## src/hdl/fccw_pkg.sv

```systemverilog
`timescale 1ns / 1ps

package fccw_pkg;

   localparam int TABLE_BYTES = 6144;
   localparam int MAX_RUN     = 64;

   localparam int ADDR_W      = $clog2(TABLE_BYTES);
   localparam int BYTE_ADDR_W = 13;

   localparam logic [BYTE_ADDR_W-1:0] TABLE_LIMIT = BYTE_ADDR_W'(TABLE_BYTES);
   localparam logic [6:0]             RUN_LIMIT   = 7'(MAX_RUN);

   localparam logic OP_WRITE = 1'b0;
   localparam logic OP_WALK  = 1'b1;

   localparam logic [1:0] ST_SECTOR    = 2'd0;
   localparam logic [1:0] ST_NOT_FOUND = 2'd1;
   localparam logic [1:0] ST_EMPTY     = 2'd2;

   localparam logic [11:0] EOC_SHORT     = 12'h0FF;
   localparam logic [11:0] EOC_FULL      = 12'hFFF;
   localparam logic [11:0] CLUSTER_LIMIT = 12'hFF0;
   localparam logic [12:0] SECTOR_BIAS   = 13'd31;

   typedef struct packed {
      logic                   wr_en;
      logic [BYTE_ADDR_W-1:0] wr_addr;
      logic [7:0]             wr_data;
      logic                   rd_en;
      logic [BYTE_ADDR_W-1:0] rd_addr;
   } tbl_port_type;

endpackage

```

## src/hdl/fccw_link.sv

```systemverilog
`timescale 1ns / 1ps

module fccw_link (
   input  logic [11:0]                        cluster,
   input  logic [7:0]                         lo_byte,
   input  logic [7:0]                         hi_byte,
   output logic [fccw_pkg::BYTE_ADDR_W-1:0]   base_addr,
   output logic [11:0]                        next_cluster
);

   // n*3/2 for even n and (n-1)*3/2+1 for odd n both reduce to n + n/2
   assign base_addr = fccw_pkg::BYTE_ADDR_W'({1'b0, cluster})
                    + fccw_pkg::BYTE_ADDR_W'(cluster[11:1]);

   always_comb begin
      if (cluster[0]) begin
         next_cluster = {hi_byte, lo_byte[7:4]};
      end else begin
         next_cluster = {hi_byte[3:0], lo_byte};
      end
   end

endmodule
```

## config.mk

```make
export PLATFORM = sky130hd
export DESIGN_NAME = fccw_link
export DESIGN_NICKNAME = d
export VERILOG_FILES = /design/src/hdl/fccw_pkg.sv /design/src/hdl/fccw_link.sv
export SDC_FILE = /design/constraint.sdc
export NUM_CORES = 1
export LEC_CHECK = 0
export BUFFER_PORTS_ARGS = -buffer_cell sky130_fd_sc_hd__buf_2
export CORE_MARGIN = 10
export CORE_UTILIZATION = 30
export DETAILED_ROUTE_END_ITERATION = 7
export MAX_ROUTING_LAYER = met4
export PLACE_DENSITY = 0.67
export SETUP_SLACK_MARGIN = 0.4
export SYNTH_ARGS = -nofsm -noshare
export SYNTH_HDL_FRONTEND = slang
export SYNTH_SLANG_ARGS = --single-unit
```

## constraint.sdc

```tcl
create_clock -name vclk -period 1.7
set_input_delay 0.085 -clock vclk [all_inputs]
set_output_delay 0.085 -clock vclk [all_outputs]
set_load 0.01 [all_outputs]
```

-- After elaboration in Yosys (flattened, before gate mapping)
Cells that the tools add are included.
- add/sub/neg operators: 1
- mux-type cells: 1
- operators by type and width (cell ; number):
    adder 12 x 11 -> 13 bit ; 1
    2-to-1 mux 12 bit ; 1
- register bits: 0
- input bits: 28
- output and inout port bits: 25
- logic and storage cells: 2

-- Depth between registers and ports, before layout
Gate-level depths: netlist of run 1.
- depth in word-level cells: 1
- gate-level depth with buffers: 7

-- Least setup slack after synthesis of run 1
Ideal clock, no wire load.
- path kind: input to output
- start: input cluster[4]
- end: output base_addr[11] (netlist bit)
- data arrival time: 1.464 ns
- data required time: 1.615 ns
- setup slack: 0.151 ns
- cell stages on the path: 6
- buffers on the path: 0
- path through: ha_1 > a21o_1 > a31o_2 > o211ai_2 > a21oi_1 > a311oi_2
- word-level cells in the longest chain between the ends: 1
- RTL lines (element ; line ; text):
    start: declaration ; fccw_link.sv:4 ; input logic [11:0] cluster,
    adder 12 x 11 -> 13 bit ; fccw_link.sv:13 ; + fccw_pkg::BYTE_ADDR_W'(cluster[11:1]);
    end: declaration ; fccw_link.sv:7 ; output logic [fccw_pkg::BYTE_ADDR_W-1:0] base_addr,
No other way between the ends.

-- Worst setup path after layout of run 1
- start: input cluster[1]
- end: output base_addr[10] (netlist bit)
Same word-level chain as after synthesis.

==> impl_metrics.toml, run 1 <==
[status]
outcome = "complete, no violations"

[setup_path]
worstPathCellList = "buf_8 -> ha_4 -> fa_2 -> a21o_1 -> nand4_1 -> a21oi_2 -> nor3_1 -> a311o_1 -> buf_2"
cp-start-kind = "primary input"
crit_required_ns = 1.62
slowest_stage = "a311o_1"
cp-endpoint = "base_addr[10]"
end_kind = "output port"
startpoint = "cluster[1]"
cp_data_arrival_time_ns = 1.60
path_class = "in2out"
max_stage_delay_ns = 0.31
critical_path.max_fanout = 4

[placement]
dpl_worst_slack_ns = -0.03032
dp.cells = 166
dpl.hpwl_um = 2167
portBuffers = 53
gp_congestion = 0.8485

[timing]
worst_slack_ns = 0.01644
worst_slew_pin_slew_ns = 0.3801
finalCriticalPeriod_ns = 1.684
holdWs_ns = 0.4818
fmax_ghz = 0.5940
setup_viol = 0
slew_viol_final = 0
maxSlewHeadroom_pct = 74.66
min_period_over_period_pct = 99.03
hold_viol = 0
rsz0062_at_grt = "true"

[finish]
fin_util_pct = 59.05
layout-drive-gt1-share_pct = 67.79
fin_cells = 177
clkbuf_count = 0
regArea_um2 = 0
nets = 193
n_antenna_cell = 0
seq_cell_count = 0
area_delta_synth_final_pct = 85.76

[die]
die_y_um = 68.42
initial_core_util_pct = 31.79
core_mm2 = 0.002212
rows = 17
io_pins = 53
fp.dieW_um = 68.42
die-area_mm2 = 0.004681

[worst_hold_path]
hold_path_class = "in2out"

[logic_synthesis]
syn-instance-count = 86
avgSynthCellArea_um2 = 8.176
yosys_warnings = 0
synth_cell_types = 31
syn-num-nets = 128
yosysSeqAreaShare_pct = 0
synth_area_um2 = 703.2

[global_route]
overflow = 0
grt_pass1_wl_um = 4264
grt_usage_pct = 11.27
antenna_found_initial = 0
grt_max_degree = 13
grt_pass1_vias = 953

[drt]
route.detailed.drc = 0
routedWlPerCell_um = 16.05
drt-pass1-iter-count = 4
viasPerCell = 5.249
routed_wirelength_um = 2841
vias = 929
antenna_left = 0
first_iter_violations = 10

[run]
maxCapViolCount = 0

[pwr]
power_density_mw_per_mm2 = 398.2
irDropWorstVdd_v = 0.0002241
power_leakage_nw = 0.6162
power_uw = 520.2

[clocking]
cts_hold_buf = 0
## worst min-delay path by stage
stage                     from               end  slack (ns)  cells past startpoint
floorplan           cluster[1]      base_addr[0]        0.28                      1
global placement    hi_byte[6]  next_cluster[10]        0.49                      3
detailed placement  lo_byte[3]   next_cluster[3]        0.49                      3
CTS                 cluster[0]      base_addr[0]        0.49                      3
global route        cluster[0]      base_addr[0]        0.50                      3
finish              cluster[0]      base_addr[0]        0.48                      3
## routing by layer
| layer | vias to the layer above | part of all wire (%) | GRT usage, % |
|---|---|---|---|
| met1 | 421 | 33 | 10.60 |
| li1 | 452 | - | - |
| met2 | 50 | 47 | 20.85 |
| met4 | 0 | 2.6 | 3.015 |
| met5 | - | 0 | - |
| met3 | 6 | 17 | 4.241 |
## metrics by stage
step,setup TNS (ns),cell area (µm²)
global placement,-0.02525,1102
CTS,0,1229
global route,-0.1270,1306
floorplan,0,803.3
finish,0,1306
detailed placement,-0.03032,1102
## cells by family (layout without fill, tap and decap cells)
logic type      after synthesis  in the layout  share of synthesized area (%)
compound gates               24             24                          24.73
simple gates                 24             24                          17.62
fa+ha+maj                    14             14                          25.98
mux                          13             13                          20.64
xor+xnor                      7              7                          8.719
buf+inv                       4             67                          2.312
## cell usage after synthesis
| library cell | n | area (µm²) |
|---|---|---|
| fa_1 | 1 | 20.02 |
| buf_1 | 1 | 3.750 |
| xor2_1 | 4 | 35.03 |
| a311oi_1 | 1 | 8.760 |
| nand3_1 | 1 | 5.000 |
| nand2_1 | 4 | 15.01 |
| o221ai_1 | 1 | 8.760 |
| a21oi_1 | 11 | 55.05 |
| nor3_1 | 4 | 20.02 |
| a21o_1 | 4 | 30.03 |
| buf_2 | 1 | 5.000 |
| mux2i_1 | 1 | 10.01 |
| ha_1 | 13 | 162.7 |
| a31o_2 | 1 | 8.760 |
| o211ai_2 | 1 | 12.51 |
| nor2b_1 | 1 | 6.260 |
| o21ai_0 | 1 | 5.000 |
| xnor2_1 | 3 | 26.28 |
| and2_2 | 1 | 7.510 |
| o2111ai_1 | 1 | 8.760 |
| mux2_2 | 12 | 135.1 |
| nand4_1 | 1 | 6.260 |
| nor2_1 | 6 | 22.52 |
| a311oi_2 | 1 | 15.01 |
| o2111a_1 | 1 | 11.26 |
| and2_1 | 1 | 6.260 |
| nor3b_1 | 1 | 7.510 |
| and2b_2 | 1 | 8.760 |
| inv_1 | 2 | 7.510 |
| nand2b_1 | 3 | 18.77 |
| a311o_1 | 1 | 10.01 |
## worst max-delay path, delay by kind of cell
| family | cells | cell delay [ns] |
|---|---|---|
| compound gates | 3 | 0.72 |
| fa+ha+maj | 2 | 0.34 |
| buf+inv | 2 | 0.23 |
| simple gates | 2 | 0.22 |
## area by class of cell
class / instances / area, µm²
Inverter: 2 / 7.507
Timing Repair Buffer: 65 / 402.9
Tap cell: 28 / 35.03
Multi-Input combinational cell: 82 / 860.8
Fill cell: 191 / 905.9
## power by group
| group | internal (mW) | total [mW] | switching (mW) |
|---|---|---|---|
| clock network | 0 | 0 | 0 |
| logic | 0.263 | 0.520 | 0.257 |
| registers | 0 | 0 | 0 |
## cells in the final DEF, fill, tap and decap left out, drive strengths merged, types with 4 or more instances in the layout
master,synthesis,routed
a21o,4,4
a21oi,11,11
buf,2,65
ha,13,13
mux2,12,12
nand2,4,4
nor2,6,6
nor3,4,4
xor2,4,4
## timing repair
| action | CTS | global route |
|---|---|---|
| pin swaps | 10 | 6 |
| endpoints found under the setup margin | 9 | 10 |
| setup buffers | 7 | 4 |
| resized for setup | 17 | 10 |
Power figures use the tool's default switching activity.
==> run 2, diff against run 1 <==
--- a/config.mk
+++ b/config.mk
@@ -6,11 +6,12 @@
 export NUM_CORES = 1
 export LEC_CHECK = 0
 export BUFFER_PORTS_ARGS = -buffer_cell sky130_fd_sc_hd__buf_2
+export CAP_MARGIN = 20
 export CORE_MARGIN = 10
-export CORE_UTILIZATION = 30
+export CORE_UTILIZATION = 43
 export DETAILED_ROUTE_END_ITERATION = 7
 export MAX_ROUTING_LAYER = met4
-export PLACE_DENSITY = 0.67
+export PLACE_DENSITY = 0.88
 export SETUP_SLACK_MARGIN = 0.4
 export SYNTH_ARGS = -nofsm -noshare
 export SYNTH_HDL_FRONTEND = slang
==> impl_metrics.toml, run 2 (synthesis gave the netlist of run 1 again) <==
[status]
outcome = "complete, no violations"

[global_route]
overflow = 0
grt_pass1_vias = 970
grt_pass1_wl_um = 4119
grt_usage_pct = 13.90
antenna_found_initial = 0
grt_max_degree = 13

[drt]
viasPerCell = 5.724
antenna_left = 0
routed_wirelength_um = 2839
vias = 933
first_iter_violations = 18
routedWlPerCell_um = 17.42
route.detailed.drc = 0
drt-pass1-iter-count = 4

[finish]
regArea_um2 = 0
final_area_mm2 = 0.001260
seq_cell_count = 0
clkbuf_count = 0
n_antenna_cell = 0
mostFrequentLayoutCells = "buf_2 (49), mux2_2 (12), buf_4 (8), ha_1 (6)"
layout_commonest_cell = "buf_2"
fin_cells = 163
area_delta_synth_final_pct = 79.18
layout-drive-gt1-share_pct = 68.03
nets = 191
nFillCells = 89

[timing]
holdWs_ns = 0.4831
hold_viol = 0
setup_tns_ns = 0
slew_viol_final = 0
min_period_over_period_pct = 98.06
setup_viol = 0
fmax_ghz = 0.5998
rsz0062_at_grt = "true"
worst_slew_pin_slew_ns = 0.3183
maxSlewHeadroom_pct = 78.78
finalCriticalPeriod_ns = 1.667

[placement]
dp.cells = 155
dpl.hpwl_um = 2216
portBuffers = 53
gp_congestion = 0.7708
dpl-instance-area_mm2 = 0.001095

[die]
io_pins = 53
rows = 14
core_mm2 = 0.001524
fp.dieW_um = 60.44
initial_core_util_pct = 46.14
die-area_mm2 = 0.003653
die_y_um = 60.44

[setup_path]
critical_path.max_fanout = 5
cp-start-kind = "primary input"
path_class = "in2out"
crit_required_ns = 1.62
cp_data_arrival_time_ns = 1.58
end_kind = "output port"

[worst_hold_path]
hold_path_class = "in2out"

[clocking]
cts_hold_buf = 0

[pwr]
power_density_mw_per_mm2 = 405.6
power_leakage_nw = 0.5983
irDropWorstVdd_v = 0.0002679

[run]
maxCapViolCount = 0
## run 2: final timing paths
kind / start / endpoint / slack (ns) / depth (start not counted)
worst max-delay path: cluster[4] / base_addr[11] / 0.03 / 8
worst min-delay path: cluster[1] / base_addr[0] / 0.48 / 3
## run 2: cell type report
cell class / instances / area [µm²] / area share [%]
inverter: 2 / 7.507 / 0.5958
tap: 16 / 20.02 / 1.589
timing repair buffer: 63 / 384.1 / 30.49
multi-input combinational: 82 / 848.3 / 67.33
## run 2: power breakdown
group	switching (mW)	total (mW)	internal, mW
Clock	0	0	0
Combinational	0.257	0.511	0.254
Sequential	0	0	0
Total	0.257	0.511	0.254
## run 2: metal layers
layer / share of wire [%] / track usage [%] / routed length, µm
met1: 40 / 14.65 / 1130
met4: 2.6 / 2.821 / 73
met5: 0 / - / 0
met3: 6.7 / 2.505 / 190
met2: 51 / 26.18 / 1445
## run 2: worst max-delay path, stage by stage
cell and delay (ns):
buf_8 0.10, ha_4 0.26, a21o_1 0.20, a31o_4 0.24
o211ai_4 0.22, a21oi_4 0.10, a311oi_2 0.20, buf_2 0.18
## run 2: repair_timing
item | in CTS | in global routing
resized for setup | 11 | 14
pin swaps | 7 | 5
buffers inserted | 3 | 5
endpoints found under the setup margin | 9 | 10
## run 2: through the flow
stage	total power, mW	util [%]	worst slack (ns)
global route	0.5518	82.68	-0.04342
CTS	0.4721	76.52	0.07045
global placement	0.4282	71.84	0.03118
detailed placement	0.4462	71.84	0.007312
finish	0.5110	82.68	0.03291
floorplan	0.2813	-	0.3184
==> run 3, diff against run 2 <==
--- a/config.mk
+++ b/config.mk
@@ -5,10 +5,11 @@
 export SDC_FILE = /design/constraint.sdc
 export NUM_CORES = 1
 export LEC_CHECK = 0
+export ABC_AREA = 1
 export BUFFER_PORTS_ARGS = -buffer_cell sky130_fd_sc_hd__buf_2
 export CAP_MARGIN = 20
 export CORE_MARGIN = 10
-export CORE_UTILIZATION = 43
+export CORE_UTILIZATION = 45
 export DETAILED_ROUTE_END_ITERATION = 7
 export MAX_ROUTING_LAYER = met4
 export PLACE_DENSITY = 0.88
==> impl_metrics.toml, run 3 <==
[status]
outcome = "complete, no violations"

[timing]
setup_viol = 0
hold_viol = 0
worst_slew_pin_slew_ns = 0.1730
fmax_ghz = 0.7074
setup_tns_ns = 0
slew_viol_final = 0
maxSlewHeadroom_pct = 88.47
min_period_over_period_pct = 83.15
finalCriticalPeriod_ns = 1.414
rsz0062_at_grt = "true"

[logic_synthesis]
synth_area_um2 = 808.3
synth.most_common_cell = "nand2_1"
synth_top_family_by_area = "simple AND/OR/NAND/NOR gates"
synthMuxAreaShare_pct = 5.573
yosysSeqAreaShare_pct = 0
yosys_warnings = 0
synth_cell_types = 16
netlist.area_leader.share_pct = 24.61
yosysTopAreaCell = "nand2_1"
synth-simple-area-share_pct = 44.12
synth_fa_ha_area_share_pct = 22.60
synthTopCellsByCount = "nand2_1 (53), inv_1 (26), ha_1 (13), nor2_1 (13)"
synth-compound-area-share_pct = 8.050
avgSynthCellArea_um2 = 5.425
syn-num-nets = 191
synthXorXnorAreaFrac_pct = 6.502
syn-instance-count = 149
synth_area_leaders = "nand2_1 (25%), ha_1 (20%), inv_1 (12%)"

[die]
fp.dieW_um = 62.38
core_mm2 = 0.001708
initial_core_util_pct = 47.33
rows = 15
io_pins = 53
die_y_um = 62.38
die-area_mm2 = 0.003891

[finish]
layout_commonest_cell = "buf_2"
mostFrequentLayoutCells = "buf_2 (51), nand2_1 (50), inv_1 (25), nor2_1 (11), ha_4 (10)"
n_antenna_cell = 0
nFillCells = 122
final_area_mm2 = 0.001329
clkbuf_count = 0
seq_cell_count = 0
layout-drive-gt1-share_pct = 43.41
nets = 249
area_delta_synth_final_pct = 64.40
regArea_um2 = 0
fin_cells = 230

[setup_path]
crit_top_cell = "nand2_1"
max_stage_delay_ns = 0.40
path_class = "in2out"
crit_required_ns = 1.62
cp_data_arrival_time_ns = 1.33
worstPathCellList = "buf_8 -> ha_4 -> fa_2 -> nand3_2 -> nand3_2 -> nand4_1 -> nand2_1 -> nand2_1 -> nand2_1 -> buf_2"
critical_path.max_fanout = 3
slowest_stage = "fa_2"
end_kind = "output port"
cp-start-kind = "primary input"

[placement]
portBuffers = 53
dpl.hpwl_um = 2306
gp_congestion = 0.8509
dpl-instance-area_mm2 = 0.001119
dp.cells = 227

[pwr]
power_leakage_nw = 0.7554
power_density_mw_per_mm2 = 365.6
irDropWorstVdd_v = 0.0002420

[drt]
viasPerCell = 4.913
antenna_left = 0
routedWlPerCell_um = 12.25
drt-pass1-iter-count = 4
vias = 1130
routed_wirelength_um = 2818
first_iter_violations = 20
route.detailed.drc = 0

[global_route]
antenna_found_initial = 0
grt_pass1_vias = 1133
overflow = 0
grt_max_degree = 21
grt_pass1_wl_um = 4664
grt_usage_pct = 13.56

[clocking]
cts_hold_buf = 0

[worst_hold_path]
min_path_cells = 4
hold_path_class = "in2out"

[run]
maxCapViolCount = 0
-- run 3: changes by cell type after synthesis, sizes merged, moves of 3 or more --
| cell | previous run | this run |
|---|---|---|
| o21ai | 1 | 4 |
| nor3 | 4 | 0 |
| a21o | 4 | 0 |
| nand2 | 4 | 55 |
| nand2b | 3 | 0 |
| nand3 | 1 | 11 |
| xnor2 | 3 | 0 |
| mux2 | 12 | 4 |
| inv | 2 | 26 |
| nor2 | 6 | 14 |
| nand4 | 1 | 4 |
-- run 3: logic make-up after synthesis --
logic type / Yosys count
adder cells (fa/ha/maj): 14
XOR/XNOR: 6
AND/OR/NAND/NOR: 84
AO/OA/AOI/OAI: 13
buffers and inverters: 28
multiplexers: 4
-- run 3: path summary, 6_finish.rpt --
path | slack [ns] | startpoint | endpoint
setup / recovery | 0.29 | cluster[0] | base_addr[12]
hold / removal | 0.47 | hi_byte[5] | next_cluster[9]
-- run 3: metal layers --
layer  wire length (µm)  track usage, %
met5                  0               -
met4                 18               0
met3                161           2.330
met2               1424           26.41
met1               1213           14.67
-- run 3: where the power goes --
part | total, mW | internal [mW] | switching [mW]
combinational | 0.486 | 0.221 | 0.265
sequential | 0 | 0 | 0
clock | 0 | 0 | 0
-- run 3: repair_timing --
| item | CTS | global route |
|---|---|---|
| resized for setup | 28 | 5 |
| buffers inserted | 2 | 1 |
| pin swaps | 7 | 8 |
| endpoints found under the setup margin | 10 | 9 |
-- run 3: layout make-up --
| type | count | area, µm² | area share [%] |
|---|---|---|---|
| multi-input cells | 121 | 877.1 | 66.01 |
| repair buffers | 58 | 322.8 | 24.29 |
| inverters | 26 | 97.59 | 7.345 |
| well taps | 25 | 31.28 | 2.354 |
-- run 3: worst max-delay path, delay by kind of cell --
family	cells	cell delay, ns
AND/OR/NAND/NOR	6	0.46
adder cells (fa/ha/maj)	2	0.55
buffers and inverters	2	0.23
-- run 3: stage by stage --
step | hold WS (ns) | power (mW) | util [%] | setup slack (ns)
after CTS | 0.4671 | 0.4728 | 75.82 | 0.3043
after global placement | 0.4576 | 0.3990 | 65.49 | 0.1637
after global routing | 0.4864 | 0.5384 | 77.80 | 0.1615
final | 0.4660 | 0.4858 | 77.80 | 0.2864
after detailed placement | 0.4631 | 0.4102 | 65.49 | 0.1497
after floorplan | 0.3007 | 0.2550 | - | 0.4080
